`src/design/assert_macros.svh`:
```
// ---------------------------------------------------------------------------
// Assertion macros
// Shared concurrent assertion forms, clocked on i_clk and disabled during
// reset by i_rst_n of the module that uses them.
// ---------------------------------------------------------------------------
`ifndef ASSERT_MACROS_SVH
`define ASSERT_MACROS_SVH

// condition holds at every edge out of reset
`define SSD_ASSERT_ALWAYS(lbl, cond, msg) \
    lbl: assert property (@(posedge i_clk) disable iff (!i_rst_n) (cond)) else $error(msg);

// consequent holds in the same cycle as the antecedent
`define SSD_ASSERT_IMPL(lbl, ante, cons, msg) \
    lbl: assert property (@(posedge i_clk) disable iff (!i_rst_n) (ante) |-> (cons)) \
        else $error(msg);

// consequent holds in the cycle after the antecedent
`define SSD_ASSERT_NEXT(lbl, ante, cons, msg) \
    lbl: assert property (@(posedge i_clk) disable iff (!i_rst_n) (ante) |=> (cons)) \
        else $error(msg);

`endif

```
`src/design/ssd_pkg.sv`:
```
// ---------------------------------------------------------------------------
// ssd_pkg
// Types and codes shared by the segment stream deframer modules.
// ---------------------------------------------------------------------------
`timescale 1ns / 1ps
`default_nettype none

package ssd_pkg;

    // ids at or above this are rejected
    localparam int MAX_STREAMS = 32;

    // result kinds
    localparam logic [1:0] EV_PAYLOAD = 2'd0;
    localparam logic [1:0] EV_EMPTY   = 2'd1;
    localparam logic [1:0] EV_ERROR   = 2'd2;

    // error codes
    localparam logic [1:0] ERR_NONE     = 2'd0;
    localparam logic [1:0] ERR_MAGIC    = 2'd1;
    localparam logic [1:0] ERR_RANGE    = 2'd2;
    localparam logic [1:0] ERR_PROPERTY = 2'd3;

    // register index of source_limit
    localparam logic REG_SOURCE_LIMIT = 1'b0;
    localparam logic [3:0] SOURCE_LIMIT_RST = 4'd8;

    typedef struct packed {
        logic [1:0] event_res;
        logic [7:0] payload;
        logic [4:0] stream_id;
        logic [2:0] stream_source;
        logic       first_in_segment;
        logic       last_of_stream;
        logic       last_of_segment;
        logic [1:0] error_code;
    } t_result;

endpackage

`default_nettype wire

```
`src/design/ssd_cfg.sv`:
```
// ---------------------------------------------------------------------------
// ssd_cfg
// APB register file holding source_limit.
// ---------------------------------------------------------------------------
`timescale 1ns / 1ps
`default_nettype none

module ssd_cfg (
    input  wire logic        i_clk,
    input  wire logic        i_rst_n,
    input  wire logic        i_psel,
    input  wire logic        i_penable,
    input  wire logic        i_pwrite,
    input  wire logic [2:0]  i_paddr,
    input  wire logic [31:0] i_pwdata,
    output logic      [31:0] o_prdata,
    output logic      [3:0]  o_source_limit
);
    import ssd_pkg::*;

    logic [3:0] r_source_limit;
    logic       sel_limit;
    logic       wr_en;

    assign sel_limit = (i_paddr[2] == REG_SOURCE_LIMIT);
    assign wr_en     = i_psel & i_penable & i_pwrite;

    always_ff @(posedge i_clk) begin
        if (!i_rst_n) begin
            r_source_limit <= SOURCE_LIMIT_RST;
        end else if (wr_en && sel_limit) begin
            r_source_limit <= i_pwdata[3:0];
        end
    end

    always_comb begin
        o_prdata = 32'd0;
        if (sel_limit) begin
            o_prdata = {28'd0, r_source_limit};
        end
    end

    assign o_source_limit = r_source_limit;

endmodule

`default_nettype wire

```
`src/design/ssd_in_stage.sv`:
```
// ---------------------------------------------------------------------------
// ssd_in_stage
// Input register for the raw byte stream.
// ---------------------------------------------------------------------------
`timescale 1ns / 1ps
`default_nettype none

module ssd_in_stage (
    input  wire logic       i_clk,
    input  wire logic       i_rst_n,
    input  wire logic       i_valid,
    input  wire logic [7:0] i_data,
    input  wire logic       i_advance,
    output logic            o_ready,
    output logic            o_valid,
    output logic      [7:0] o_data
);
    logic       r_valid;
    logic [7:0] r_data;

    assign o_ready = !r_valid || i_advance;

    always_ff @(posedge i_clk) begin
        if (!i_rst_n) begin
            r_valid <= 1'b0;
        end else if (o_ready) begin
            r_valid <= i_valid;
        end
    end

    always_ff @(posedge i_clk) begin
        if (o_ready && i_valid) begin
            r_data <= i_data;
        end
    end

    assign o_valid = r_valid;
    assign o_data  = r_data;

endmodule

`default_nettype wire

```
`src/design/ssd_parse.sv`:
```
// ---------------------------------------------------------------------------
// ssd_parse
// Segment parser: magic, mask, stream headers and payload counting.
// ---------------------------------------------------------------------------
`timescale 1ns / 1ps
`default_nettype none

module ssd_parse (
    input  wire logic       i_clk,
    input  wire logic       i_rst_n,
    input  wire logic       i_step,
    input  wire logic [7:0] i_data_byte,
    input  wire logic [3:0] i_source_limit,
    output logic            o_emit,
    output ssd_pkg::t_result o_res
);
    import ssd_pkg::*;

    localparam logic [1:0] PH_MAGIC  = 2'd0;
    localparam logic [1:0] PH_MASK   = 2'd1;
    localparam logic [1:0] PH_HEADER = 2'd2;
    localparam logic [1:0] PH_DATA   = 2'd3;

    localparam logic [7:0] MAGIC_0 = 8'h53; // S
    localparam logic [7:0] MAGIC_1 = 8'h47; // G
    localparam logic [7:0] MAGIC_2 = 8'h49; // I
    localparam logic [7:0] MAGIC_3 = 8'h00;

    localparam logic [5:0] ID_LIMIT = 6'(MAX_STREAMS);

    function automatic logic [3:0] ones8(input logic [7:0] v);
        logic [3:0] c;
        c = 4'd0;
        for (int k = 0; k < 8; k++) begin
            c = c + {3'd0, v[k]};
        end
        return c;
    endfunction

    logic [1:0]  r_phase,        n_phase;
    logic [2:0]  r_hdr_idx,      n_hdr_idx;
    logic        r_magic_ok,     n_magic_ok;
    logic [5:0]  r_ones,         n_ones;
    logic [23:0] r_len,          n_len;
    logic [5:0]  r_streams_left, n_streams_left;
    logic [5:0]  r_streams_tot,  n_streams_tot;
    logic [31:0] r_bytes_left,   n_bytes_left;
    logic [4:0]  r_cur_id,       n_cur_id;
    logic [2:0]  r_cur_src,      n_cur_src;

    logic [7:0]  magic_byte;
    logic        magic_ok;
    logic [5:0]  ones_sum;
    logic [31:0] len_full;
    logic [5:0]  left_dec;
    logic        data_last;
    logic        emit;
    t_result     res;

    always_comb begin
        case (r_hdr_idx[1:0])
            2'd0:    magic_byte = MAGIC_0;
            2'd1:    magic_byte = MAGIC_1;
            2'd2:    magic_byte = MAGIC_2;
            default: magic_byte = MAGIC_3;
        endcase
    end

    assign magic_ok  = ((r_hdr_idx[1:0] == 2'd0) || r_magic_ok) && (i_data_byte == magic_byte);
    assign ones_sum  = ((r_hdr_idx[1:0] == 2'd0) ? 6'd0 : r_ones) + {2'd0, ones8(i_data_byte)};
    assign len_full  = {i_data_byte, r_len};
    assign left_dec  = r_streams_left - 6'd1;
    assign data_last = (r_bytes_left[31:1] == 31'd0);

    always_comb begin
        n_phase        = r_phase;
        n_hdr_idx      = r_hdr_idx;
        n_magic_ok     = r_magic_ok;
        n_ones         = r_ones;
        n_len          = r_len;
        n_streams_left = r_streams_left;
        n_streams_tot  = r_streams_tot;
        n_bytes_left   = r_bytes_left;
        n_cur_id       = r_cur_id;
        n_cur_src      = r_cur_src;
        emit           = 1'b0;

        res                  = '0;
        res.stream_id        = r_cur_id;
        res.stream_source    = r_cur_src;
        res.first_in_segment = (r_streams_left == r_streams_tot);
        res.error_code       = ERR_NONE;

        unique case (r_phase)
            PH_MAGIC: begin
                n_magic_ok = magic_ok;
                n_hdr_idx  = r_hdr_idx + 3'd1;
                if (r_hdr_idx[1:0] == 2'd3) begin
                    n_hdr_idx = 3'd0;
                    if (magic_ok) begin
                        n_phase = PH_MASK;
                    end else begin
                        emit = 1'b1;
                        res  = '0;
                        res.event_res  = EV_ERROR;
                        res.error_code = ERR_MAGIC;
                    end
                end
            end
            PH_MASK: begin
                n_ones    = ones_sum;
                n_hdr_idx = r_hdr_idx + 3'd1;
                if (r_hdr_idx[1:0] == 2'd3) begin
                    n_hdr_idx      = 3'd0;
                    n_streams_tot  = ones_sum;
                    n_streams_left = ones_sum;
                    // empty mask: back to hunting for the magic
                    n_phase        = (ones_sum != 6'd0) ? PH_HEADER : PH_MAGIC;
                end
            end
            PH_HEADER: begin
                if (r_hdr_idx == 3'd0) begin
                    n_cur_id  = i_data_byte[7:3];
                    n_cur_src = i_data_byte[2:0];
                    n_hdr_idx = 3'd1;
                    if (({1'b0, i_data_byte[7:3]} >= ID_LIMIT) ||
                        ({1'b0, i_data_byte[2:0]} >= i_source_limit)) begin
                        n_phase   = PH_MAGIC;
                        n_hdr_idx = 3'd0;
                        emit      = 1'b1;
                        res       = '0;
                        res.event_res  = EV_ERROR;
                        res.error_code = ERR_RANGE;
                    end
                end else if (r_hdr_idx == 3'd1) begin
                    n_hdr_idx = 3'd2;
                    if (i_data_byte != 8'd0) begin
                        n_phase   = PH_MAGIC;
                        n_hdr_idx = 3'd0;
                        emit      = 1'b1;
                        res       = '0;
                        res.event_res  = EV_ERROR;
                        res.error_code = ERR_PROPERTY;
                    end
                end else if (r_hdr_idx == 3'd5) begin
                    n_hdr_idx = 3'd0;
                    if (len_full == 32'd0) begin
                        // empty stream: one marker, then the next stream header or the magic hunt
                        emit                = 1'b1;
                        res.event_res       = EV_EMPTY;
                        res.last_of_stream  = 1'b1;
                        res.last_of_segment = (r_streams_left == 6'd1);
                        n_streams_left      = left_dec;
                        n_phase             = (left_dec != 6'd0) ? PH_HEADER : PH_MAGIC;
                    end else begin
                        n_bytes_left = len_full;
                        n_phase      = PH_DATA;
                    end
                end else begin
                    // length bytes 0..2, little endian
                    case (r_hdr_idx)
                        3'd2:    n_len[7:0]   = i_data_byte;
                        3'd3:    n_len[15:8]  = i_data_byte;
                        default: n_len[23:16] = i_data_byte;
                    endcase
                    n_hdr_idx = r_hdr_idx + 3'd1;
                end
            end
            default: begin
                emit                = 1'b1;
                res.event_res       = EV_PAYLOAD;
                res.payload         = i_data_byte;
                res.last_of_stream  = data_last;
                res.last_of_segment = data_last && (r_streams_left == 6'd1);
                n_bytes_left        = r_bytes_left - 32'd1;
                if (data_last) begin
                    n_bytes_left   = 32'd0;
                    n_streams_left = left_dec;
                    n_hdr_idx      = 3'd0;
                    n_phase        = (left_dec != 6'd0) ? PH_HEADER : PH_MAGIC;
                end
            end
        endcase
    end

    always_ff @(posedge i_clk) begin
        if (!i_rst_n) begin
            r_phase        <= PH_MAGIC;
            r_hdr_idx      <= 3'd0;
            r_magic_ok     <= 1'b0;
            r_ones         <= 6'd0;
            r_streams_left <= 6'd0;
            r_streams_tot  <= 6'd0;
            r_bytes_left   <= 32'd0;
            r_cur_id       <= 5'd0;
            r_cur_src      <= 3'd0;
        end else if (i_step) begin
            r_phase        <= n_phase;
            r_hdr_idx      <= n_hdr_idx;
            r_magic_ok     <= n_magic_ok;
            r_ones         <= n_ones;
            r_streams_left <= n_streams_left;
            r_streams_tot  <= n_streams_tot;
            r_bytes_left   <= n_bytes_left;
            r_cur_id       <= n_cur_id;
            r_cur_src      <= n_cur_src;
        end
    end

    always_ff @(posedge i_clk) begin
        if (i_step) begin
            r_len <= n_len;
        end
    end

    assign o_emit = i_step && emit;
    assign o_res  = res;

endmodule

`default_nettype wire

```
`src/design/ssd_out_stage.sv`:
```
// ---------------------------------------------------------------------------
// ssd_out_stage
// Result register in front of the output stream.
// ---------------------------------------------------------------------------
`timescale 1ns / 1ps
`default_nettype none

module ssd_out_stage (
    input  wire logic            i_clk,
    input  wire logic            i_rst_n,
    input  wire logic            i_emit,
    input  wire ssd_pkg::t_result i_res,
    input  wire logic            i_ready,
    output logic                 o_advance,
    output logic                 o_valid,
    output ssd_pkg::t_result     o_res
);
    import ssd_pkg::*;

    logic    r_valid;
    t_result r_res;

    // free slot, or the held beat leaves this cycle
    assign o_advance = !r_valid || i_ready;

    always_ff @(posedge i_clk) begin
        if (!i_rst_n) begin
            r_valid <= 1'b0;
        end else if (o_advance) begin
            r_valid <= i_emit;
        end
    end

    always_ff @(posedge i_clk) begin
        if (o_advance && i_emit) begin
            r_res <= i_res;
        end
    end

    assign o_valid = r_valid;
    assign o_res   = r_res;

endmodule

`default_nettype wire

```
`src/design/segment_stream_deframer_unit.sv`:
```
// ---------------------------------------------------------------------------
// segment_stream_deframer_unit
// Splits a segmented byte stream into payload beats tagged by stream.
// ---------------------------------------------------------------------------
// Channel   Dir  Signals                              Content
// s_axis    in   tvalid/tready/tdata[7:0]             raw segment bytes
// m_axis    out  tvalid/tready/tdata[23:0]/tuser/tlast tagged payload, markers, errors
// apb       in   psel/penable/pwrite/paddr/pwdata     source_limit at 0x0
//
// One byte per cycle sustained while m_axis takes beats: input register, one
// pass of parser logic, result register. Reset (synchronous, active low) puts
// the parser in magic hunt, source_limit 8. A stalled m_axis holds one result
// and one more byte in the input register.
// ---------------------------------------------------------------------------
`timescale 1ns / 1ps
`default_nettype none

module segment_stream_deframer_unit (
    input  wire logic        i_clk,
    input  wire logic        i_rst_n,
    input  wire logic        s_axis_tvalid,
    output logic             s_axis_tready,
    input  wire logic [7:0]  s_axis_tdata,   // [7:0] data_byte
    output logic             m_axis_tvalid,
    input  wire logic        m_axis_tready,
    // [7:0] payload, [12:8] stream_id, [15:13] stream_source,
    // [16] first_in_segment, [17] last_of_segment, [19:18] error_code, [23:20] zero
    output logic      [23:0] m_axis_tdata,
    output logic      [1:0]  m_axis_tuser,   // [1:0] event_res
    output logic             m_axis_tlast,   // last_of_stream
    input  wire logic        psel,
    input  wire logic        penable,
    input  wire logic        pwrite,
    input  wire logic [2:0]  paddr,
    input  wire logic [31:0] pwdata,
    output logic      [31:0] prdata,
    output logic             pready
);
    import ssd_pkg::*;

    logic       advance;
    logic       in_valid;
    logic [7:0] in_byte;
    logic [3:0] source_limit;
    logic       emit;
    t_result    res;
    logic       out_valid;
    t_result    out_res;
    logic       err_beat;
    logic       tag_beat;
    logic       mark_beat;
    logic       seg_end_beat;

    assign pready = 1'b1;

    ssd_cfg u_cfg (
        .i_clk          (i_clk),
        .i_rst_n        (i_rst_n),
        .i_psel         (psel),
        .i_penable      (penable),
        .i_pwrite       (pwrite),
        .i_paddr        (paddr),
        .i_pwdata       (pwdata),
        .o_prdata       (prdata),
        .o_source_limit (source_limit)
    );

    ssd_in_stage u_in (
        .i_clk     (i_clk),
        .i_rst_n   (i_rst_n),
        .i_valid   (s_axis_tvalid),
        .i_data    (s_axis_tdata),
        .i_advance (advance),
        .o_ready   (s_axis_tready),
        .o_valid   (in_valid),
        .o_data    (in_byte)
    );

    ssd_parse u_parse (
        .i_clk          (i_clk),
        .i_rst_n        (i_rst_n),
        .i_step         (in_valid && advance),
        .i_data_byte    (in_byte),
        .i_source_limit (source_limit),
        .o_emit         (emit),
        .o_res          (res)
    );

    ssd_out_stage u_out (
        .i_clk     (i_clk),
        .i_rst_n   (i_rst_n),
        .i_emit    (emit),
        .i_res     (res),
        .i_ready   (m_axis_tready),
        .o_advance (advance),
        .o_valid   (out_valid),
        .o_res     (out_res)
    );

    assign m_axis_tvalid = out_valid;
    assign m_axis_tuser  = out_res.event_res;
    assign m_axis_tlast  = out_res.last_of_stream;
    assign m_axis_tdata  = {4'd0, out_res.error_code, out_res.last_of_segment,
                            out_res.first_in_segment, out_res.stream_source,
                            out_res.stream_id, out_res.payload};

    assign err_beat     = m_axis_tvalid && (m_axis_tuser == EV_ERROR);
    assign tag_beat     = m_axis_tvalid && (m_axis_tuser != EV_ERROR);
    assign mark_beat    = m_axis_tvalid && (m_axis_tuser == EV_EMPTY);
    assign seg_end_beat = m_axis_tvalid && m_axis_tdata[17];

`include "assert_macros.svh"

    `SSD_ASSERT_IMPL(a_err_clean, err_beat, !m_axis_tlast && ~|m_axis_tdata[17:0], "stray tags")
    `SSD_ASSERT_IMPL(a_code_err, tag_beat, m_axis_tdata[19:18] == ERR_NONE, "stray error code")
    `SSD_ASSERT_IMPL(a_seg_end_stream, seg_end_beat, m_axis_tlast, "segment end mid stream")
    `SSD_ASSERT_IMPL(a_marker_form, mark_beat, m_axis_tlast && ~|m_axis_tdata[7:0], "bad marker")

endmodule

`default_nettype wire

```
`config.mk`:
```
export PLATFORM = sky130hd
export DESIGN_NAME = segment_stream_deframer_unit
export DESIGN_NICKNAME = d
export VERILOG_FILES = /design/src/design/ssd_pkg.sv /design/src/design/ssd_cfg.sv /design/src/design/ssd_in_stage.sv /design/src/design/ssd_parse.sv /design/src/design/ssd_out_stage.sv /design/src/design/segment_stream_deframer_unit.sv
export VERILOG_INCLUDE_DIRS = /design/src /design/src/design
export SDC_FILE = /design/constraint.sdc
export NUM_CORES = 1
export LEC_CHECK = 0
export BUFFER_PORTS_ARGS = -buffer_cell sky130_fd_sc_hd__buf_2
export CORE_ASPECT_RATIO = 2
export CORE_UTILIZATION = 60
export DETAILED_ROUTE_END_ITERATION = 7
export GPL_TIMING_DRIVEN = 0
export MAX_ROUTING_LAYER = met4
export PLACE_DENSITY = 0.95
export SLEW_MARGIN = 5
export SYNTH_ARGS = -nofsm -noshare
export SYNTH_HDL_FRONTEND = slang
export SYNTH_SLANG_ARGS = --single-unit
```
`constraint.sdc`:
```
create_clock -name i_clk -period 7.2 [get_ports i_clk]
set_input_delay 1.44 -clock i_clk [delete_from_list [all_inputs] [get_ports i_clk]]
set_output_delay 1.44 -clock i_clk [all_outputs]
set_load 0.005 [all_outputs]
```
==> results.py <==
metrics = {
    "sta": {
        "finalCritPeriodShare_pct": 71.4,
        "max_slew.worst_pin.slew_ps": 1160,
        "finalClockSkew_ps": 9.06,
        "final_hold_viol_count": 0,
        "slew_headroom_pct": 21.9,
        "setup_viol": 0,
        "period_minus_slack_ps": 5140,
        "setup_slack_ps": 2060,
        "rsz0062_at_grt": "false",
        "fin_setup_tns_ps": 0,
        "fmax_mhz": 195,
        "slew_violations": 0,
    },
    "drt": {
        "drt-total-wl_mm": 21.5,
        "vias_per_cell": 6.30,
        "vias": 6360,
        "drt-initial-drc-count": 610,
        "wire_per_inst_um": 21.2,
        "first_pass_iters": 6,
        "drc": 0,
        "drtAntennaViolNets": 0,
    },
    "logic_synthesis": {
        "synth_ff_type": "dfxtp_1",
        "synth-edff-count": 55,
        "synth_seq_cells": 125,
        "ys_async_sr_fraction_pct": 0,
        "avgSynthCellArea_um2": 8.93,
        "synthesis.instances": 758,
        "synth_area_um2": 6770,
        "ys_types": 70,
        "ys_seq_area_share_pct": 45.1,
        "yosys_warnings": 0,
    },
    "cells_and_area": {
        "layout-drive-gt1-share_pct": 15.4,
        "final_area_um2": 7900,
        "insertedDiodeCount": 0,
        "fin_nets": 937,
        "areaGrowthSynthToFinish_pct": 16.7,
        "fin_cells": 1010,
    },
    "clocking": {
        "h-tree-depth": 4,
        "post_cts_buffers": 0,
        "cts_buffers": 17,
        "clkSinkCount": 125,
        "tritoncts": "built",
        "clock_latency_ps": 430,
        "clk_path_buf_depth": 2,
        "post_cts_resized": 0,
        "hold_buffers": 0,
        "path_clk_slew_ps": 60,
        "cts_root_buffer": "clkbuf_16",
    },
    "critical_path": {
        "critical_path.endpoint_type": "register",
        "regToRegEndpoint": "u_parse.r_phase[1]",
        "critPathKind": "reg -> reg",
        "reg2reg_depth": 17,
        "crit_path_start_kind": "register",
        "r2r-start": "u_in.o_data[0]",
        "critPathArrivalTime_ps": 5430,
        "cp_max_fo": 7,
        "ff2ff_setup_slack_ps": 2060,
        "startpoint": "u_in.o_data[0]",
        "crit_end": "u_parse.r_phase[1]",
        "crit_required_ps": 7490,
    },
    "pwr": {
        "leakage_nw": 3.17,
        "power.density_nw_per_um2": 216,
        "peakVddDrop_mv": 0.192,
    },
    "grt": {
        "grt_overflow": 0,
        "grt_pass1_wl_mm": 33.4,
        "grt_max_degree": 20,
        "grt_util_all_layers_pct": 39.5,
        "grt_pass1_vias": 6438,
        "grt_antenna_before_repair": 0,
    },
    "status": {
        "outcome": "finished clean",
    },
    "placed_design": {
        "hpwl_mm": 15.1,
        "place_congestion": 1.00,
        "numPlacedInstances": 978,
        "place_area_um2": 7330,
        "port-buffer-count": 47,
        "pre_cts_slack_ps": 2350,
    },
    "die": {
        "die_area_um2": 11700,
        "pin_count": 112,
        "coreArea_um2": 10900,
        "start_util_pct": 61.8,
        "rows": 54,
        "die_w_um": 77.1,
        "fp.dieH_um": 152,
    },
    "worst_hold_path": {
        "hold_path.class": "reg -> reg",
    },
    "flow_run": {
        "drv_cap": 0,
    },
}
-- critical path, stage by stage (launching register included) --
cell and delay, ps:
edfxtp_1 650, inv_1 330, ha_1 370, inv_1 60, fa_1 550, fa_1 460, fa_1 370, inv_1 90
fa_1 440, inv_1 100, fa_1 210, inv_1 60, a21o_1 190, a21oi_1 180, xor2_1 420, a41oi_1 200
o211ai_1 230, o31ai_1 100
-- placed cells by master, fill, tap and decap left out, drive strengths merged, types with 4 or more instances in the layout --
| cell type | n |
|---|---|
| clkinv | 8 |
| xor2 | 9 |
| a22oi | 12 |
| or4 | 5 |
| o41ai | 7 |
| nand2 | 53 |
| conb | 33 |
| buf | 88 |
| and2 | 14 |
| nor3 | 17 |
| inv | 42 |
| or3 | 4 |
| edfxtp | 55 |
| a21oi | 69 |
| o211ai | 4 |
| nor2b | 8 |
| and3 | 4 |
| ha | 25 |
| xnor2 | 5 |
| nor2 | 104 |
| nand3 | 19 |
| mux2i | 8 |
| clkbuf | 51 |
| o21ai | 64 |
| dfxtp | 70 |
| nand2b | 9 |
| fa | 5 |
| nand4 | 4 |
| o31ai | 6 |
| a21o | 4 |
| nor4 | 18 |
-- per-layer routing --
metal / GRT usage [%] / part of all wire (%) / vias to the layer above
met5: - / 0 / -
met4: 35.8 / 11 / 0
met3: 10.1 / 8.3 / 192
met2: 67.2 / 51 / 435
met1: 34.8 / 30 / 2900
li1: - / - / 2833
-- final cells by class --
class | count | area, um^2
multi-input combinational | 552 | 3280
sequential | 125 | 3050
fill | 831 | 3050
clock buffer | 20 | 447
buffer | 70 | 405
timing repair buffer | 49 | 255
tap | 140 | 175
inverter | 42 | 158
clock inverter | 12 | 121
-- flip-flops by register name (all words and copies together), names as in the netlist --
register and flops:
u_cfg.o_source_limit 4, u_in.o_data 8, u_in.o_valid 1, u_out.o_res 23, u_out.o_valid 1, u_parse.r_bytes_left 32
u_parse.r_cur_id 5, u_parse.r_cur_src 3, u_parse.r_hdr_idx 3, u_parse.r_len 24, u_parse.r_magic_ok 1, u_parse.r_ones 6
u_parse.r_phase 2, u_parse.r_streams_left 6, u_parse.r_streams_tot 6
-- cell usage after synthesis (2+ instances only) --
library cell	number	area share [%]
a21oi_1	67	5.0
o211ai_1	4	0.44
a32o_1	3	0.44
nor2b_1	8	0.74
dfxtp_1	70	21
a31oi_1	2	0.18
o22ai_1	3	0.28
a221oi_1	2	0.26
nand2_1	53	2.9
xnor2_1	5	0.65
o31ai_1	6	0.67
clkbuf_1	31	1.7
nand4_1	4	0.37
edfxtp_1	55	24
and2_1	14	1.3
nor3b_1	2	0.22
a21o_1	4	0.44
a211oi_1	3	0.33
buf_6	2	0.33
o41ai_1	7	0.91
nor4_1	17	1.6
buf_2	3	0.22
and3_1	3	0.28
buf_4	33	3.7
nand3_1	19	1.4
a21oi_2	2	0.26
inv_1	42	2.3
xor2_1	9	1.2
or4_1	4	0.44
o21ai_0	62	4.6
fa_1	5	1.5
a22oi_1	12	1.3
a311oi_1	2	0.26
or3_1	3	0.28
mux2i_1	8	1.2
nand2b_1	9	0.83
conb_1	2	0.11
or2_2	3	0.28
ha_1	25	4.6
a32oi_1	2	0.26
nor2_1	103	5.7
nor3_1	17	1.3
-- per-stage QoR --
stage	util, %	total power, mW	hold WS, ps
after detailed placement	67.0	0.880	456
after floorplan	-	0.839	432
after global placement	66.6	0.874	440
final	72.1	1.70	472
after CTS	72.1	1.70	464
after global routing	72.1	1.74	483
-- cell families after synthesis --
kind of cell	share of synthesized area, %
AND/OR/NAND/NOR	20.0
buffers and inverters	8.32
XOR/XNOR	1.81
multiplexers	1.18
flip-flops	45.1
other	0.111
AO/OA/AOI/OAI	17.3
adder cells (fa/ha/maj)	6.10
-- where the power goes --
part           switching [mW]  internal [mW]
Combinational          0.0740         0.0442
Sequential             0.0105          0.743
Clock                   0.319          0.514
Total                   0.404           1.30
-- worst min path at each step --
| stage | startpoint | endpoint | slack (ps) | cells past startpoint |
|---|---|---|---|---|
| finish | u_parse.r_ones[0] | u_parse.r_ones[0] | 470 | 2 |
| global route | u_parse.r_ones[0] | u_parse.r_ones[0] | 480 | 2 |
| CTS | u_parse.r_ones[0] | u_parse.r_ones[0] | 460 | 2 |
| detailed placement | u_parse.r_ones[0] | u_parse.r_ones[0] | 460 | 2 |
| global placement | u_parse.r_ones[0] | u_parse.r_ones[0] | 440 | 2 |
| floorplan | u_parse.r_ones[0] | u_parse.r_ones[0] | 430 | 2 |
(Power assumes the default switching activity.)
